==> config.mk <==
export PLATFORM = sky130hd
export DESIGN_NAME = modular_exponentiation
export DESIGN_NICKNAME = d
export VERILOG_FILES = /design/src/design/modexp_pkg.sv /design/src/design/modexp_front.sv /design/src/design/modexp_back.sv /design/src/design/modular_exponentiation.sv
export VERILOG_INCLUDE_DIRS = /design/src /design/src/design
export SDC_FILE = /design/constraint.sdc
export NUM_CORES = 1
export LEC_CHECK = 0
export ABC_CLOCK_PERIOD_IN_PS = 11100
export BUFFER_PORTS_ARGS = -buffer_cell sky130_fd_sc_hd__buf_4
export CAP_MARGIN = 20
export CORE_MARGIN = 2
export CORE_UTILIZATION = 43
export DETAILED_ROUTE_END_ITERATION = 6
export HOLD_SLACK_MARGIN = 0.12
export SYNTH_ARGS = -nofsm -noshare
export SYNTH_HDL_FRONTEND = slang
export SYNTH_SLANG_ARGS = --single-unit
==> constraint.sdc <==
create_clock -name clk -period 11.1 [get_ports clk]
set_input_delay 2.22 -clock clk [delete_from_list [all_inputs] [get_ports clk]]
set_output_delay 2.22 -clock clk [all_outputs]
set_load 0.1 [all_outputs]
==> src/design/modular_exponentiation_macros.svh <==
// Assertion macros for the modular exponentiation block.
// Included by modules that carry concurrent checks; no other dependencies.
`ifndef MODULAR_EXPONENTIATION_MACROS_SVH
`define MODULAR_EXPONENTIATION_MACROS_SVH
`ifndef SYNTHESIS
`define MX_ASSERT(label, clk, rst_n, prop) \
    label: assert property (@(posedge clk) disable iff (!rst_n) prop) \
        else $error("assertion failed");
`define MX_ASSERT_RST(label, clk, prop) \
    label: assert property (@(posedge clk) prop) else $error("assertion failed");
`else
`define MX_ASSERT(label, clk, rst_n, prop)
`define MX_ASSERT_RST(label, clk, prop)
`endif
`endif

==> src/design/modexp_pkg.sv <==
// Shared constants for the modular exponentiation block.
// No dependencies.
`timescale 1ns / 1ps
package modexp_pkg;
    // Job classes decided by the front end
    localparam logic [1:0] KIND_ERR  = 2'd0;
    localparam logic [1:0] KIND_ZERO = 2'd1;
    localparam logic [1:0] KIND_RUN  = 2'd2;
endpackage

==> src/design/modexp_front.sv <==
// Front end: accepts requests, classifies them and reduces the base modulo the modulus.
// Depends on modexp_pkg and modular_exponentiation_macros.svh.
`timescale 1ns / 1ps
`include "modular_exponentiation_macros.svh"
module modexp_front #(
    parameter int W = 32
) (
    input  logic           clk,
    input  logic           rst_n,
    input  logic           in_valid,
    output logic           in_ready,
    input  logic [W-1:0]   base,
    input  logic [W-2:0]   exponent,
    input  logic [W-2:0]   modulus,
    output logic           q_valid,
    input  logic           q_ready,
    output logic [1:0]     q_kind,
    output logic [W-2:0]   q_base,
    output logic [W-2:0]   q_exp,
    output logic [W-2:0]   q_mod
);
    localparam int CW = $clog2(W + 1);
    logic           busy_reg;
    logic           out_reg;
    logic           neg_reg;
    logic [W-1:0]   mag_reg;
    logic [W-1:0]   rem_reg;
    logic [CW-1:0]  cnt_reg;
    logic [1:0]     kind_reg;
    logic [W-2:0]   exp_reg;
    logic [W-2:0]   mod_reg;
    logic [W-2:0]   res_reg;
    logic [W:0]     trial;
    logic [W-1:0]   rem_sh;

    assign in_ready = !busy_reg && !out_reg;
    assign q_valid  = out_reg;
    assign q_kind   = kind_reg;
    assign q_base   = res_reg;
    assign q_exp    = exp_reg;
    assign q_mod    = mod_reg;
    // restoring division, one quotient bit per cycle
    assign rem_sh = {rem_reg[W-2:0], mag_reg[W-1]};
    assign trial  = {1'b0, rem_sh} - {2'b00, mod_reg};

    always_ff @(posedge clk or negedge rst_n)
    begin
        if (!rst_n)
        begin
            busy_reg <= 1'b0;
            out_reg  <= 1'b0;
            cnt_reg  <= '0;
        end
        else if (in_valid && in_ready)
        begin
            exp_reg <= exponent;
            mod_reg <= modulus;
            neg_reg <= base[W-1];
            mag_reg <= base[W-1] ? (~base + 1'b1) : base;
            rem_reg <= '0;
            cnt_reg <= CW'(W);
            res_reg <= '0;
            if (modulus == '0)
            begin
                kind_reg <= modexp_pkg::KIND_ERR;
                out_reg  <= 1'b1;
            end
            else if (modulus == (W-1)'(1))
            begin
                kind_reg <= modexp_pkg::KIND_ZERO;
                out_reg  <= 1'b1;
            end
            else
            begin
                kind_reg <= modexp_pkg::KIND_RUN;
                busy_reg <= 1'b1;
            end
        end
        else if (busy_reg)
        begin
            if (cnt_reg != '0)
            begin
                rem_reg <= trial[W] ? rem_sh : trial[W-1:0];
                mag_reg <= {mag_reg[W-2:0], 1'b0};
                cnt_reg <= cnt_reg - 1'b1;
            end
            else
            begin
                if (neg_reg && rem_reg != '0)
                    res_reg <= mod_reg - rem_reg[W-2:0];
                else
                    res_reg <= rem_reg[W-2:0];
                busy_reg <= 1'b0;
                out_reg  <= 1'b1;
            end
        end
        else if (out_reg && q_ready)
        begin
            out_reg <= 1'b0;
        end
    end

    `MX_ASSERT(a_front_excl, clk, rst_n, !(busy_reg && out_reg))
    `MX_ASSERT(a_front_rem, clk, rst_n, busy_reg |-> (rem_reg < {1'b0, mod_reg}))
    `MX_ASSERT(a_front_hold, clk, rst_n, (out_reg && !q_ready) |=> out_reg)
endmodule

==> src/design/modexp_back.sv <==
// Back end: square-and-multiply with a bit-serial modular multiplier.
// Depends on modexp_pkg and modular_exponentiation_macros.svh.
`timescale 1ns / 1ps
`include "modular_exponentiation_macros.svh"
module modexp_back #(
    parameter int W = 32
) (
    input  logic           clk,
    input  logic           rst_n,
    input  logic           q_valid,
    output logic           q_ready,
    input  logic [1:0]     q_kind,
    input  logic [W-2:0]   q_base,
    input  logic [W-2:0]   q_exp,
    input  logic [W-2:0]   q_mod,
    output logic           out_valid,
    input  logic           out_ready,
    output logic [W-2:0]   residue,
    output logic           error
);
    localparam int N  = W - 1;
    localparam int CW = $clog2(N + 1);
    localparam logic [2:0] ST_IDLE = 3'd0;
    localparam logic [2:0] ST_SQ   = 3'd1;
    localparam logic [2:0] ST_MUL  = 3'd2;
    localparam logic [2:0] ST_OUT  = 3'd3;

    logic [2:0]     st_reg;
    logic [N-1:0]   acc_reg;
    logic [N-1:0]   b_reg;
    logic [N-1:0]   e_reg;
    logic [N-1:0]   m_reg;
    logic [N-1:0]   r_reg;
    logic [N-1:0]   mb_reg;     // multiplier operand being scanned
    logic [CW-1:0]  ebit_reg;
    logic [CW-1:0]  mbit_reg;
    logic           err_reg;
    logic [N:0]     dbl;
    logic [N-1:0]   dbl_r;
    logic [N:0]     sum;
    logic [N-1:0]   step_r;
    logic [N-1:0]   mul_a;

    assign q_ready   = (st_reg == ST_IDLE);
    assign out_valid = (st_reg == ST_OUT);
    assign residue   = acc_reg;
    assign error     = err_reg;
    assign mul_a     = (st_reg == ST_SQ) ? acc_reg : b_reg;

    // one shift-and-add step of r = r*2 + bit*a (mod m)
    always_comb
    begin
        dbl   = {r_reg, 1'b0};
        dbl_r = (dbl >= {1'b0, m_reg}) ? N'(dbl - {1'b0, m_reg}) : dbl[N-1:0];
        sum   = {1'b0, dbl_r} + (mb_reg[N-1] ? {1'b0, mul_a} : '0);
        step_r = (sum >= {1'b0, m_reg}) ? N'(sum - {1'b0, m_reg}) : sum[N-1:0];
    end

    always_ff @(posedge clk or negedge rst_n)
    begin
        if (!rst_n)
        begin
            st_reg   <= ST_IDLE;
            ebit_reg <= '0;
            mbit_reg <= '0;
        end
        else
        begin
            case (st_reg)
                ST_IDLE:
                begin
                    if (q_valid)
                    begin
                        err_reg  <= (q_kind == modexp_pkg::KIND_ERR);
                        b_reg    <= q_base;
                        e_reg    <= q_exp;
                        m_reg    <= q_mod;
                        ebit_reg <= CW'(N);
                        if (q_kind == modexp_pkg::KIND_RUN)
                        begin
                            acc_reg <= N'(1);
                            st_reg  <= ST_SQ;
                            r_reg   <= '0;
                            mb_reg  <= N'(1);
                            mbit_reg <= CW'(N);
                        end
                        else
                        begin
                            acc_reg <= '0;
                            st_reg  <= ST_OUT;
                        end
                    end
                end
                ST_SQ, ST_MUL:
                begin
                    if (ebit_reg == '0)
                        st_reg <= ST_OUT;
                    else if (mbit_reg != '0)
                    begin
                        r_reg    <= step_r;
                        mb_reg   <= {mb_reg[N-2:0], 1'b0};
                        mbit_reg <= mbit_reg - 1'b1;
                    end
                    else
                    begin
                        acc_reg <= r_reg;
                        r_reg   <= '0;
                        mbit_reg <= CW'(N);
                        if (st_reg == ST_SQ && e_reg[N-1])
                        begin
                            st_reg <= ST_MUL;
                            mb_reg <= r_reg;
                        end
                        else
                        begin
                            e_reg    <= {e_reg[N-2:0], 1'b0};
                            ebit_reg <= ebit_reg - 1'b1;
                            st_reg   <= ST_SQ;
                            mb_reg   <= r_reg;
                        end
                    end
                end
                ST_OUT:
                begin
                    if (out_ready)
                        st_reg <= ST_IDLE;
                end
                default:
                    st_reg <= ST_IDLE;
            endcase
        end
    end

    `MX_ASSERT(a_back_acc, clk, rst_n, (st_reg == ST_SQ) |-> (acc_reg < m_reg))
    `MX_ASSERT(a_back_r, clk, rst_n, (st_reg == ST_MUL) |-> (r_reg < m_reg))
    `MX_ASSERT(a_back_out, clk, rst_n, (out_valid && !out_ready) |=> $stable(residue))
endmodule

==> src/design/modular_exponentiation.sv <==
// Modular exponentiation: front end reduces the base, back end runs
// square-and-multiply with a bit-serial modular multiplier; the front end reduces
// the next base while the back end runs, and one request waits in the front end.
// Reset clears all handshake state asynchronously; no memories need clearing.
`timescale 1ns / 1ps
module modular_exponentiation #(
    parameter int DATA_WIDTH = 32
) (
    input  logic                  clk,
    input  logic                  rst_n,
    input  logic                  in_valid,
    output logic                  in_ready,
    input  logic [DATA_WIDTH-1:0] base,
    input  logic [DATA_WIDTH-2:0] exponent,
    input  logic [DATA_WIDTH-2:0] modulus,
    output logic                  out_valid,
    input  logic                  out_ready,
    output logic [DATA_WIDTH-2:0] residue,
    output logic                  error
);
    logic                  q_valid;
    logic                  q_ready;
    logic [1:0]            q_kind;
    logic [DATA_WIDTH-2:0] q_base;
    logic [DATA_WIDTH-2:0] q_exp;
    logic [DATA_WIDTH-2:0] q_mod;

    modexp_front #(.W(DATA_WIDTH)) u_front (
        .clk(clk), .rst_n(rst_n), .in_valid(in_valid), .in_ready(in_ready),
        .base(base), .exponent(exponent), .modulus(modulus),
        .q_valid(q_valid), .q_ready(q_ready), .q_kind(q_kind),
        .q_base(q_base), .q_exp(q_exp), .q_mod(q_mod)
    );

    modexp_back #(.W(DATA_WIDTH)) u_back (
        .clk(clk), .rst_n(rst_n), .q_valid(q_valid), .q_ready(q_ready),
        .q_kind(q_kind), .q_base(q_base), .q_exp(q_exp), .q_mod(q_mod),
        .out_valid(out_valid), .out_ready(out_ready),
        .residue(residue), .error(error)
    );
endmodule
# [After elaboration in Yosys (flattened, before gate mapping)]
# Index checks and enable logic that the tools add are counted.
[classes] n_addsub=9 order_cmp=2 eq_ne=16 muxes=66 bitwise=1 n_reduce_logical=31
[ops] cell="31-bit two-way mux" n=22
[ops] cell="31-bit case mux with 2 select lines" n=4
[ops] cell="32-bit two-way mux" n=7
[ops] cell="31-bit subtractor" n=3
[ops] cell="32-bit by 31-bit greater-or-equal comparator with 1-bit output" n=2
[ops] cell="5-bit two-way mux" n=8
[ops] cell="32-bit by 31-bit subtractor with 33-bit output" n=1
[ops] cell="31-bit by 31-bit adder with 32-bit output" n=1
[ops] cell="32-bit by 1-bit adder with 32-bit output, second input constant" n=1
[ops] cell="32-bit inverter" n=1
[ops] cell="32-bit nonzero test" n=1
[ops] cell="31-bit by 1-bit == test with 1-bit output, second input constant" n=1
[ops] cell="31-bit logical NOT" n=1
[ops] cell="5-bit case mux with 2 select lines" n=2
[ops] cell="6-bit two-way mux" n=3
[ops] cell="5-bit AND reduction" n=3
[ops] cell="1-bit two-way mux" n=12
[ops] cell="3-bit two-way mux" n=4
[ops] cell="2-bit inequality test, second input constant" n=6
[ops] cell="3-bit AND reduction" n=4
[ops] cell="5-bit by 1-bit subtractor with 5-bit output, second input constant" n=2
[ops] cell="3-bit case mux with 3 select lines" n=1
[ops] cell="3-bit by 2-bit == test with 1-bit output, second input constant" n=2
[ops] cell="2-bit two-way mux" n=3
[ops] cell="other kinds (19)" n=30
[totals] ff_bits=368

# [Depth between registers and ports, before layout]
# Gate-level depths: netlist of the first run.
[logic_depth] ltp_word=9 mapped_depth=38 depth_no_buf=33

# [Hierarchy]
# Synthesis of the first run repeated with hierarchy kept, for this count alone.
[unflattened] hier_cells=2605 hier_area_um2=25137.9
[by_module_without_submodules] mod="modexp_back" n_inst=1 cells_per_inst=1429 area_each_um2=14033.5 seq_area_each_um2=5915.7
[by_module_without_submodules] mod="modexp_front" n_inst=1 cells_per_inst=1176 area_each_um2=11104.4 seq_area_each_um2=5004.8

# [Worst setup path after synthesis of the first run]
# OpenSTA, ideal clock, no wires.
[synth_timing] kind="flip-flop to flip-flop" startpoint="register u_back.r_reg[0]" endpoint="register u_back.r_reg[29], data pin" setup_time_ns=0.256 arrival_ns=6.697 setup_slack_ns=4.147 path_stages_with_launch=36 n_path_buf=3 path_cell_list="edfxtp_1 fa_1 a21oi_1 o211ai_1 a31oi_2 o311ai_2 a21oi_1 nor2_1 a211oi_2 a22o_1 buf_6 buf_6 nor2_1 ha_1 inv_1 fa_1 nand2b_1 a211oi_1 nor3b_1 o21ai_1 a21o_1 o31a_1 a211oi_1 xnor2_1 ha_1 clkbuf_1 a21o_1 o21bai_1 a21oi_1 nor2_1 or3_1 o221ai_1 o22ai_1 o221ai_1 xnor2_1 a22o_1"
[synth_via] elab_chain_cells=8 word_cells_on_any_way=10 classes_between="add/sub (3); order compare (2); mux (5)"
[synth_lines] element="from (decl)" line="modexp_back.sv:33" source="logic [N-1:0] r_reg;"
[synth_lines] element="from (signal assigned)" line="modexp_back.sv:100" source="r_reg <= step_r;"
[synth_lines] element="31-bit subtractor or 32-bit by 31-bit greater-or-equal comparator with 1-bit output (tied branches)" line="modexp_back.sv:54" source="dbl_r = (dbl >= {1'b0, m_reg}) ? N'(dbl - {1'b0, m_reg}) : dbl[N-1:0];"
[synth_lines] element="31-bit two-way mux (*)" line="modexp_back.sv:54"
[synth_lines] element="31-bit by 31-bit adder with 32-bit output (*)" line="modexp_back.sv:55" source="sum = {1'b0, dbl_r} + (mb_reg[N-1] ? {1'b0, mul_a} : '0);"
[synth_lines] element="31-bit subtractor or 32-bit by 31-bit greater-or-equal comparator with 1-bit output (tied branches)" line="modexp_back.sv:56" source="step_r = (sum >= {1'b0, m_reg}) ? N'(sum - {1'b0, m_reg}) : sum[N-1:0];"
[synth_lines] element="31-bit two-way mux (*)" line="modexp_back.sv:56"
[synth_lines] element="31-bit two-way mux (*)" line="modexp_back.sv:98" source="else if (mbit_reg != '0)"
[synth_lines] element="31-bit two-way mux (*)" line="modexp_back.sv:96" source="if (ebit_reg == '0)"
[synth_lines] element="31-bit case mux with 2 select lines (*)" line="modexp_back.sv:69" source="case (st_reg)"
# Mark *: on every way between the ends. The rest lies on a longest branch, timed or not. The select of a mux whose other input is x is not followed.
# A chain may end at the register's enable or synchronous reset.

# [Final worst setup path of the first run]
[layout_timing] startpoint="register u_back.r_reg[0]" endpoint="register u_back.r_reg[28], data pin"
# Same word-level chain as after synthesis.

==> metrics, run 1 <==
final net count=between 2000 and 3000; drt total wl=about 70000 um; commonest non-fill, non-tap cell in the layout=edfxtp_1; setup bufs post-CTS=0; chip width=242.1 um; # rows=between 80 and 90; RD Place Congestion=a little over 0.9; CTS Buf Count=between 40 and 50; via count=~19000; Post-CTS Resized=0; post-DP HPWL=around 53000 um; ys flop type=edfxtp_1; crit end category=register; most frequent cells in the layout=edfxtp_1 (347), nand2_1 (269), a21oi_1 (209), ha_1 (159), buf_4 (156); Seq. cell area=approximately 11000 um^2; final setup margin=2450 ps; Global Route Usage Sum=0.2372; fin crit share=0.7793; # IOs=between 100 and 150; CTS clk-pin slew, worst paths=60 ps; Fill cells=approximately 5300; Clock Tree Buf Depth=3; Rel. slew slack=0.2951; placed cells=3310; synthesis warning total=0; EDFF count, synth=347; fmax=between 100 and 150 MHz; register bit total from synthesis=367; Synth-to-Final Area Change=12.87%; global route overflow=0; post-synth cell types=83; drt drc=0; min Tclk post-route=8650 ps; Worst path most repeated cell=a21o_1; hold_buf cts=0; first-pass GRT wire length=109300 um; mean post-synth cell area=roughly 9.7 um^2; Via density=roughly 5.7; layout cell share with drive strength beyond 1=0.1101; Post-Layout Cell Count=3390; RSZ-0062 raised after global routing=no; Routed Antenna Nets=0; worst hold start=u_front.q_base[1]$_SDFFCE_PP0P_; port bufs=131; Final Slew Violations=0; asr flop ratio synth=0.05450; antenna cells=0; H-tree depth=2; TritonRoute pass-1 iters=7; CP max FO=28; Mapped Nets=2775; core area=about 56000 um^2; Initial DRC Count=approximately 1800; wire length per cell=just over 20 um; Root Buffer=clkbuf_16; largest net degree at the start of global routing=75; Worst Setup Slack post-DPL=around 2600 ps; Synth Instances=between 2000 and 3000; status=completed; area of the multi-input gates=about 12000 um^2; Die Span Y=roughly 240 um; Critical Path AT=approximately 9100 ps; Seq/Total Area, Yosys=0.4480; R2R Path Start=u_back.r_reg[0]$_SDFFCE_PN0P_; Skew-Pair Late Insertion Delay=between 500 and 600 ps; Initial Util=0.4340; critical path's top delay family=compound AO/OA/AOI/OAI gates; type of origin of the critical path=register; WP buf/inv=1; Slowest Stage Delay on Critical Path=between 600 and 700 ps; initial antenna violation count=0; Max Cap Viol=0; crit path from=u_back.r_reg[0]$_SDFFCE_PN0P_; Num Clock Sinks=367; vias in the first global route=18580; Req. time, crit path=11530 ps; Final Hold Viols=0; DIE AREA=58610 um^2; Final setup viols=0; setup_tns=0 ps; Tightest Pin Transition=1043 ps; CP max stage cell=nor2_1; Hold WC Path Type=register to register; Crit Path Class=register to register; skew final=roughly 17 ps; Syn Std Cell Area=approximately 24000 um^2; CTS tree=done
## final cells by class
type                       instances  share of cell area
tap                              756             0.03438
sequential                       367              0.3969
inverter                         143             0.01951
timing repair buffer             157             0.04329
multi-input combinational       1888              0.4536
clock buffer                      49             0.04070
clock inverter                    30             0.01169
## per-layer routing
layer | vias up | part of all wire | wire, um | global-route usage
met3 | 83 | 0.050 | 3508 | 0.02980
met4 | 0 | 0.021 | 1485 | 0.05755
met1 | 9225 | 0.48 | 33230 | 0.3431
li1 | 9379 | - | - | -
met2 | 493 | 0.45 | 31600 | 0.3783
met5 | - | 0 | 0 | 0
## per-stage QoR
step	util	area (um^2)	hold slack (ps)
3_3_place_gp	0.4639	26060	441.2
5_1_grt	0.4899	27520	471.4
3_5_place_dp	0.4639	26060	443.7
2_1_floorplan	-	24380	417.4
6_report	0.4899	27520	454.5
4_1_cts	0.4895	27500	457.8
## kinds of logic after synthesis
logic type | share of synthesized area
buf+inv | 0.04137
compound gates | 0.1797
xor+xnor | 0.05641
simple gates | 0.1515
mux | 0.03634
flops | 0.4480
fa+ha+maj | 0.08674
## synthesized netlist by cell type (all sizes together) (16+ instances only)
master / count / area (um^2)
o21bai: 24 / 183.9
nor4: 24 / 165.2
o21a: 19 / 142.6
o21ai: 218 / 1091
mux2i: 48 / 480.5
nor3: 57 / 285.3
mux2: 36 / 405.4
clkbuf: 91 / 341.6
xnor2: 87 / 762.0
and3: 17 / 106.4
a21oi: 211 / 1064
a211oi: 35 / 272.8
buf: 22 / 130.1
dfrtp: 20 / 500.5
nand2b: 30 / 187.7
nor2b: 57 / 356.6
nand2: 271 / 1020
o31ai: 16 / 120.1
a31oi: 31 / 206.4
o211ai: 20 / 160.2
edfxtp: 347 / 10420
inv: 142 / 533.0
and2: 43 / 269.0
nand4: 24 / 150.1
ha: 161 / 2014
xor2: 70 / 613.1
nand3: 68 / 340.3
a21o: 65 / 488.0
nor2: 140 / 525.5
## path summary, 6_finish.rpt
path | end | slack [ps] | cells after the start
max reg2reg | u_back.r_reg[28]$_SDFFCE_PN0P_ | 2450 | 30
min reg2reg | u_back.b_reg[1]$_DFFE_PP_ | 450 | 0
max in group asynchronous | u_front.q_valid$_DFFE_PN0P_ | 8290 | 2
min in group asynchronous | u_back.st_reg[0]$_DFFE_PN0P_ | 1670 | 1
max | u_back.r_reg[28]$_SDFFCE_PN0P_ | 2450 | 30
min | u_back.b_reg[1]$_DFFE_PP_ | 450 | 0
Power of run 1 is not shown: default switching activity piles up to over one toggle a cycle in this logic, so the estimate is an artifact.
==> run 2, diff against run 1 <==
--- a/config.mk
+++ b/config.mk
@@ -6,7 +6,7 @@
 export SDC_FILE = /design/constraint.sdc
 export NUM_CORES = 1
 export LEC_CHECK = 0
-export ABC_CLOCK_PERIOD_IN_PS = 11100
+export ABC_CLOCK_PERIOD_IN_PS = 7600
 export BUFFER_PORTS_ARGS = -buffer_cell sky130_fd_sc_hd__buf_4
 export CAP_MARGIN = 20
 export CORE_MARGIN = 2
==> constraint.sdc (replaced) <==
create_clock -name clk -period 7.6 [get_ports clk]
set_input_delay 1.52 -clock clk [delete_from_list [all_inputs] [get_ports clk]]
set_output_delay 1.52 -clock clk [all_outputs]
set_load 0.1 [all_outputs]
==> metrics, run 2 (synthesized netlist as in run 1, its figures left out) <==
Crit Path Class=register to register; chip width=~240 um; status=completed; CP max FO=4; final net count=a little under 3000; H-tree depth=2; min Tclk post-route=a little over 7000 ps; Tightest Pin Transition=about 1000 ps; type of origin of the critical path=register; Slowest Stage Delay on Critical Path=450 ps; DIE AREA=about 59000 um^2; core area=roughly 56000 um^2; fmax=about 140 MHz; initial antenna violation count=0; CP max stage cell=fa_1; crit end category=register; Synth-to-Final Area Change=14.84%; global route overflow=0; fin crit share=0.9576; Clock Tree Buf Depth=3; # IOs=around 130; Skew-Pair Late Insertion Delay=approximately 600 ps; commonest non-fill, non-tap cell in the layout=edfxtp_1; via count=between 15000 and 20000; WP buf/inv=2; wire length per cell=20.57 um; Critical Path AT=~7600 ps; Hold WC Path Type=register to register; Final Slew Violations=0; Req. time, crit path=between 7000 and 8000 ps; post-DP HPWL=between 50000 and 60000 um; drt total wl=between 70000 and 80000 um; vias in the first global route=around 19000; Initial DRC Count=about 1900; CTS Buf Count=43; Via density=5.638; setup_tns=0 ps; drt drc=0; antenna cells=0; layout cell share with drive strength beyond 1=0.1294; Num Clock Sinks=between 300 and 400; TritonRoute pass-1 iters=5; first-pass GRT wire length=roughly 110000 um; Global Route Usage Sum=0.2365; critical path's top delay family=compound AO/OA/AOI/OAI gates; Final Hold Viols=0; port bufs=131; Worst path most repeated cell=a21o_1; Max Cap Viol=0; skew final=between 15 and 20 ps; Root Buffer=clkbuf_16; CTS clk-pin slew, worst paths=~60 ps; Final setup viols=0; RD Place Congestion=0.9736; most frequent cells in the layout=edfxtp_1 (347), nand2_1 (269), a21oi_1 (207), buf_4 (196), ha_1 (158); Seq. cell area=around 11000 um^2; Initial Util=0.4340; Rel. slew slack=0.3198; area of the multi-input gates=roughly 13000 um^2; largest net degree at the start of global routing=64; # rows=87; Routed Antenna Nets=0; CTS tree=done; Fill cells=around 5300; Die Span Y=242.1 um
==> run 2: changes by cell type in the layout (fill, tap and decap cells not counted), moves of 3 or more <==
| cell | delta |
|---|---|
| buf_4 | +40 |
| clkinv_2 | -4 |
| bufinv_16 | +3 |
| clkinvlp_4 | +3 |
==> run 2: worst register-to-register path, delay by kind of cell, from the launching register on <==
kind | cells | cell delay [ps]
flops | 1 | 380
mux | 2 | 540
simple gates | 4 | 510
fa+ha+maj | 3 | 1060
compound gates | 19 | 3990
xor+xnor | 1 | 220
buf+inv | 2 | 310
==> run 2: routing by layer <==
layer,vias to the layer above,global-route usage,share of wire
met5,-,0,0
met4,0,0.06137,0.024
met3,100,0.02991,0.050
met2,478,0.3772,0.45
met1,9297,0.3404,0.48
li1,9463,-,-
==> run 2: per-stage QoR <==
| stage | hold WS, ps | setup WS [ps] | area [um^2] | cells | utilization |
|---|---|---|---|---|---|
| after floorplan | 417.4 | 647.0 | 24380 | 2511 | - |
| after global placement | 442.3 | -232.5 | 26320 | 3345 | 0.4685 |
| after detailed placement | 440.5 | -478.1 | 26320 | 3345 | 0.4685 |
| after CTS | 456.2 | 3.653 | 27830 | 3423 | 0.4955 |
| after global routing | 473.3 | -53.18 | 28000 | 3430 | 0.4984 |
| final | 457.5 | 322.1 | 28000 | 3430 | 0.4984 |
==> run 2: repair_timing <==
item	in CTS	in global routing
endpoints found under the setup margin	13	31
pin swaps	1	10
hold buffers	0	0
buffers inserted	1	6
resized for setup	4	18
hold endpoints to repair	0	0
==> run 2: final timing paths <==
path                                                   from                              to  slack [ps]  depth (start not counted)
hold reg to reg            u_front.q_base[30]$_SDFFCE_PP0P_      u_back.b_reg[30]$_DFFE_PP_         460                          0
hold / removal             u_front.q_base[30]$_SDFFCE_PP0P_      u_back.b_reg[30]$_DFFE_PP_         460                          0
setup reg to reg                  u_back.m_reg[0]$_DFFE_PP_  u_back.r_reg[24]$_SDFFCE_PN0P_         320                         31
setup / recovery                  u_back.m_reg[0]$_DFFE_PP_  u_back.r_reg[24]$_SDFFCE_PN0P_         320                         31
min in group asynchronous                             rst_n     u_front.q_valid$_DFFE_PN0P_        1020                          1
max in group asynchronous                             rst_n  u_front.cnt_reg[5]$_DFFE_PN0P_        5580                          2
==> run 2: layout make-up <==
| cell class | count | area share |
|---|---|---|
| clock buffer | 49 | 0.03924 |
| clock inverter | 28 | 0.01399 |
| inverter | 143 | 0.01917 |
| multi-input combinational | 1888 | 0.4493 |
| sequential | 367 | 0.3901 |
| tap | 756 | 0.03379 |
| timing repair buffer | 199 | 0.05448 |
Power of run 2 is left out for the same reason.
==> run 3, diff against run 2 <==
==> constraint.sdc (replaced) <==
create_clock -name clk -period 7.6 [get_ports clk]
set_input_delay 0.76 -clock clk [delete_from_list [all_inputs] [get_ports clk]]
set_output_delay 0.76 -clock clk [all_outputs]
set_load 0.1 [all_outputs]
==> metrics, run 3 (synthesized netlist as in run 1, its figures left out) <==
Hold WC Path Type=input port to register; Crit path depth=33; CP max stage cell=fa_2; Critical Path AT=7650 ps; final setup margin=273.1 ps; port bufs=131; Routed Antenna Nets=0; Num Clock Sinks=about 370; chip width=242.1 um; r2r endpoint=u_back.r_reg[9]$_SDFFCE_PN0P_; final net count=2921; core area=between 50000 and 60000 um^2; drt total wl=roughly 70000 um; RD Place Congestion=approximately 0.93; Req. time, crit path=roughly 8000 ps; Final Hold Viols=0; Clock Tree Buf Depth=3; initial antenna violation count=0; layout cell share with drive strength beyond 1=0.1338; skew final=approximately 25 ps; Die Span Y=about 240 um; Root Buffer=clkbuf_16; drt drc=0; crit end category=register; RSZ-0062 raised after global routing=yes; TritonRoute pass-1 iters=5; Initial Util=0.4340; # rows=87; placed cells=roughly 3400; type of origin of the critical path=register; Slowest Stage Delay on Critical Path=about 400 ps; H-tree depth=2; Initial DRC Count=1796; Crit Path Class=register to register; Skew-Pair Late Insertion Delay=590 ps; Rel. slew slack=0.2581; most frequent cells in the layout=edfxtp_1 (347), nand2_1 (269), buf_4 (210), a21oi_1 (205), ha_1 (156); crit path from=u_back.m_reg[0]$_DFFE_PP_; # IOs=between 100 and 150; Fill cells=between 5000 and 6000; wire length per cell=about 21 um; via count=between 15000 and 20000; first-pass GRT wire length=~110000 um; Synth-to-Final Area Change=14.98%; CTS clk-pin slew, worst paths=roughly 60 ps; WP buf/inv=4; antenna cells=0; Reg2Reg Depth=33; Seq. cell area=10920 um^2; final core area utilization=0.4990; fmax=136.5 MHz; critical path's top delay family=compound AO/OA/AOI/OAI gates; CTS Buf Count=44; Via density=between 5 and 6; Final setup viols=0; post-DP HPWL=about 55000 um; crit path to=u_back.r_reg[9]$_SDFFCE_PN0P_; status=completed; CP max FO=20; largest net degree at the start of global routing=76; Worst path most repeated cell=a21o_1; Max Cap Viol=0; R2R setup slack=270 ps; Tightest Pin Transition=around 1100 ps; Post-Layout Cell Count=3447; commonest non-fill, non-tap cell in the layout=edfxtp_1; DIE AREA=58610 um^2; Worst Setup Slack post-DPL=-207.3 ps; min Tclk post-route=about 7300 ps; CTS tree=done; area of the multi-input gates=around 13000 um^2; global route overflow=0; Global Route Usage Sum=0.2401; vias in the first global route=roughly 19000; R2R Path Start=u_back.m_reg[0]$_DFFE_PP_; fin crit share=0.9641; Final Slew Violations=0
==> run 3: changes by cell type in the layout (fill, tap and decap cells not counted), moves of 3 or more <==
cell,change
clkinvlp_4,-6
clkbuf_8,+3
clkinv_4,+3
clkbuf_1,+4
buf_4,+14
bufinv_16,-6
clkinv_2,+4
==> run 3: timing repair <==
item / CTS / global route
hold endpoints to repair: 7 / 0
cloned: 0 / 0
pin swaps: 1 / 11
endpoints found under the setup margin: 14 / 31
buffers inserted: 0 / 12
gates resized for setup: 4 / 16
hold buffers: 1 / 0
==> run 3: per-layer routing <==
metal	routed length, um	GRT usage	share of wire	vias to the layer above
met5	0	0	0	-
met3	3798	0.02936	0.053	95
met2	31860	0.3732	0.44	599
met1	34510	0.3548	0.48	9342
met4	1687	0.06064	0.023	0
li1	-	-	-	9473
==> run 3: worst min-delay path by stage <==
stage | startpoint | end | slack [ps] | cells past startpoint
after floorplan | u_front.q_base[30]$_SDFFCE_PP0P_ | u_back.b_reg[30]$_DFFE_PP_ | 420 | 0
after global placement | u_front.q_base[30]$_SDFFCE_PP0P_ | u_back.b_reg[30]$_DFFE_PP_ | 430 | 0
after detailed placement | u_front.q_base[19]$_SDFFCE_PP0P_ | u_back.b_reg[19]$_DFFE_PP_ | 440 | 0
after CTS | exponent[17] | u_front.q_exp[17]$_DFFE_PP_ | 310 | 1
after global routing | exponent[6] | u_front.q_exp[6]$_DFFE_PP_ | 310 | 1
final | exponent[2] | u_front.q_exp[2]$_DFFE_PP_ | 340 | 1
==> run 3: final cells by class <==
type	count	share of cell area
timing repair buffer	213	0.05803
clock buffer	58	0.04299
tap	756	0.03375
inverter	143	0.01915
clock inverter	22	0.007678
sequential	367	0.3896
multi-input combinational	1888	0.4488
==> run 3: per-stage QoR <==
| step | area, um^2 | hold WS, ps | setup TNS, ps |
|---|---|---|---|
| CTS | 27860 | 305.8 | 0 |
| finish | 28030 | 342.1 | 0 |
| global route | 28030 | 308.8 | -240.8 |
| detailed placement | 26410 | 443.7 | -2180 |
| floorplan | 24380 | 417.4 | 0 |
| global placement | 26410 | 431.0 | -52.06 |
Power of run 3 is left out for the same reason.
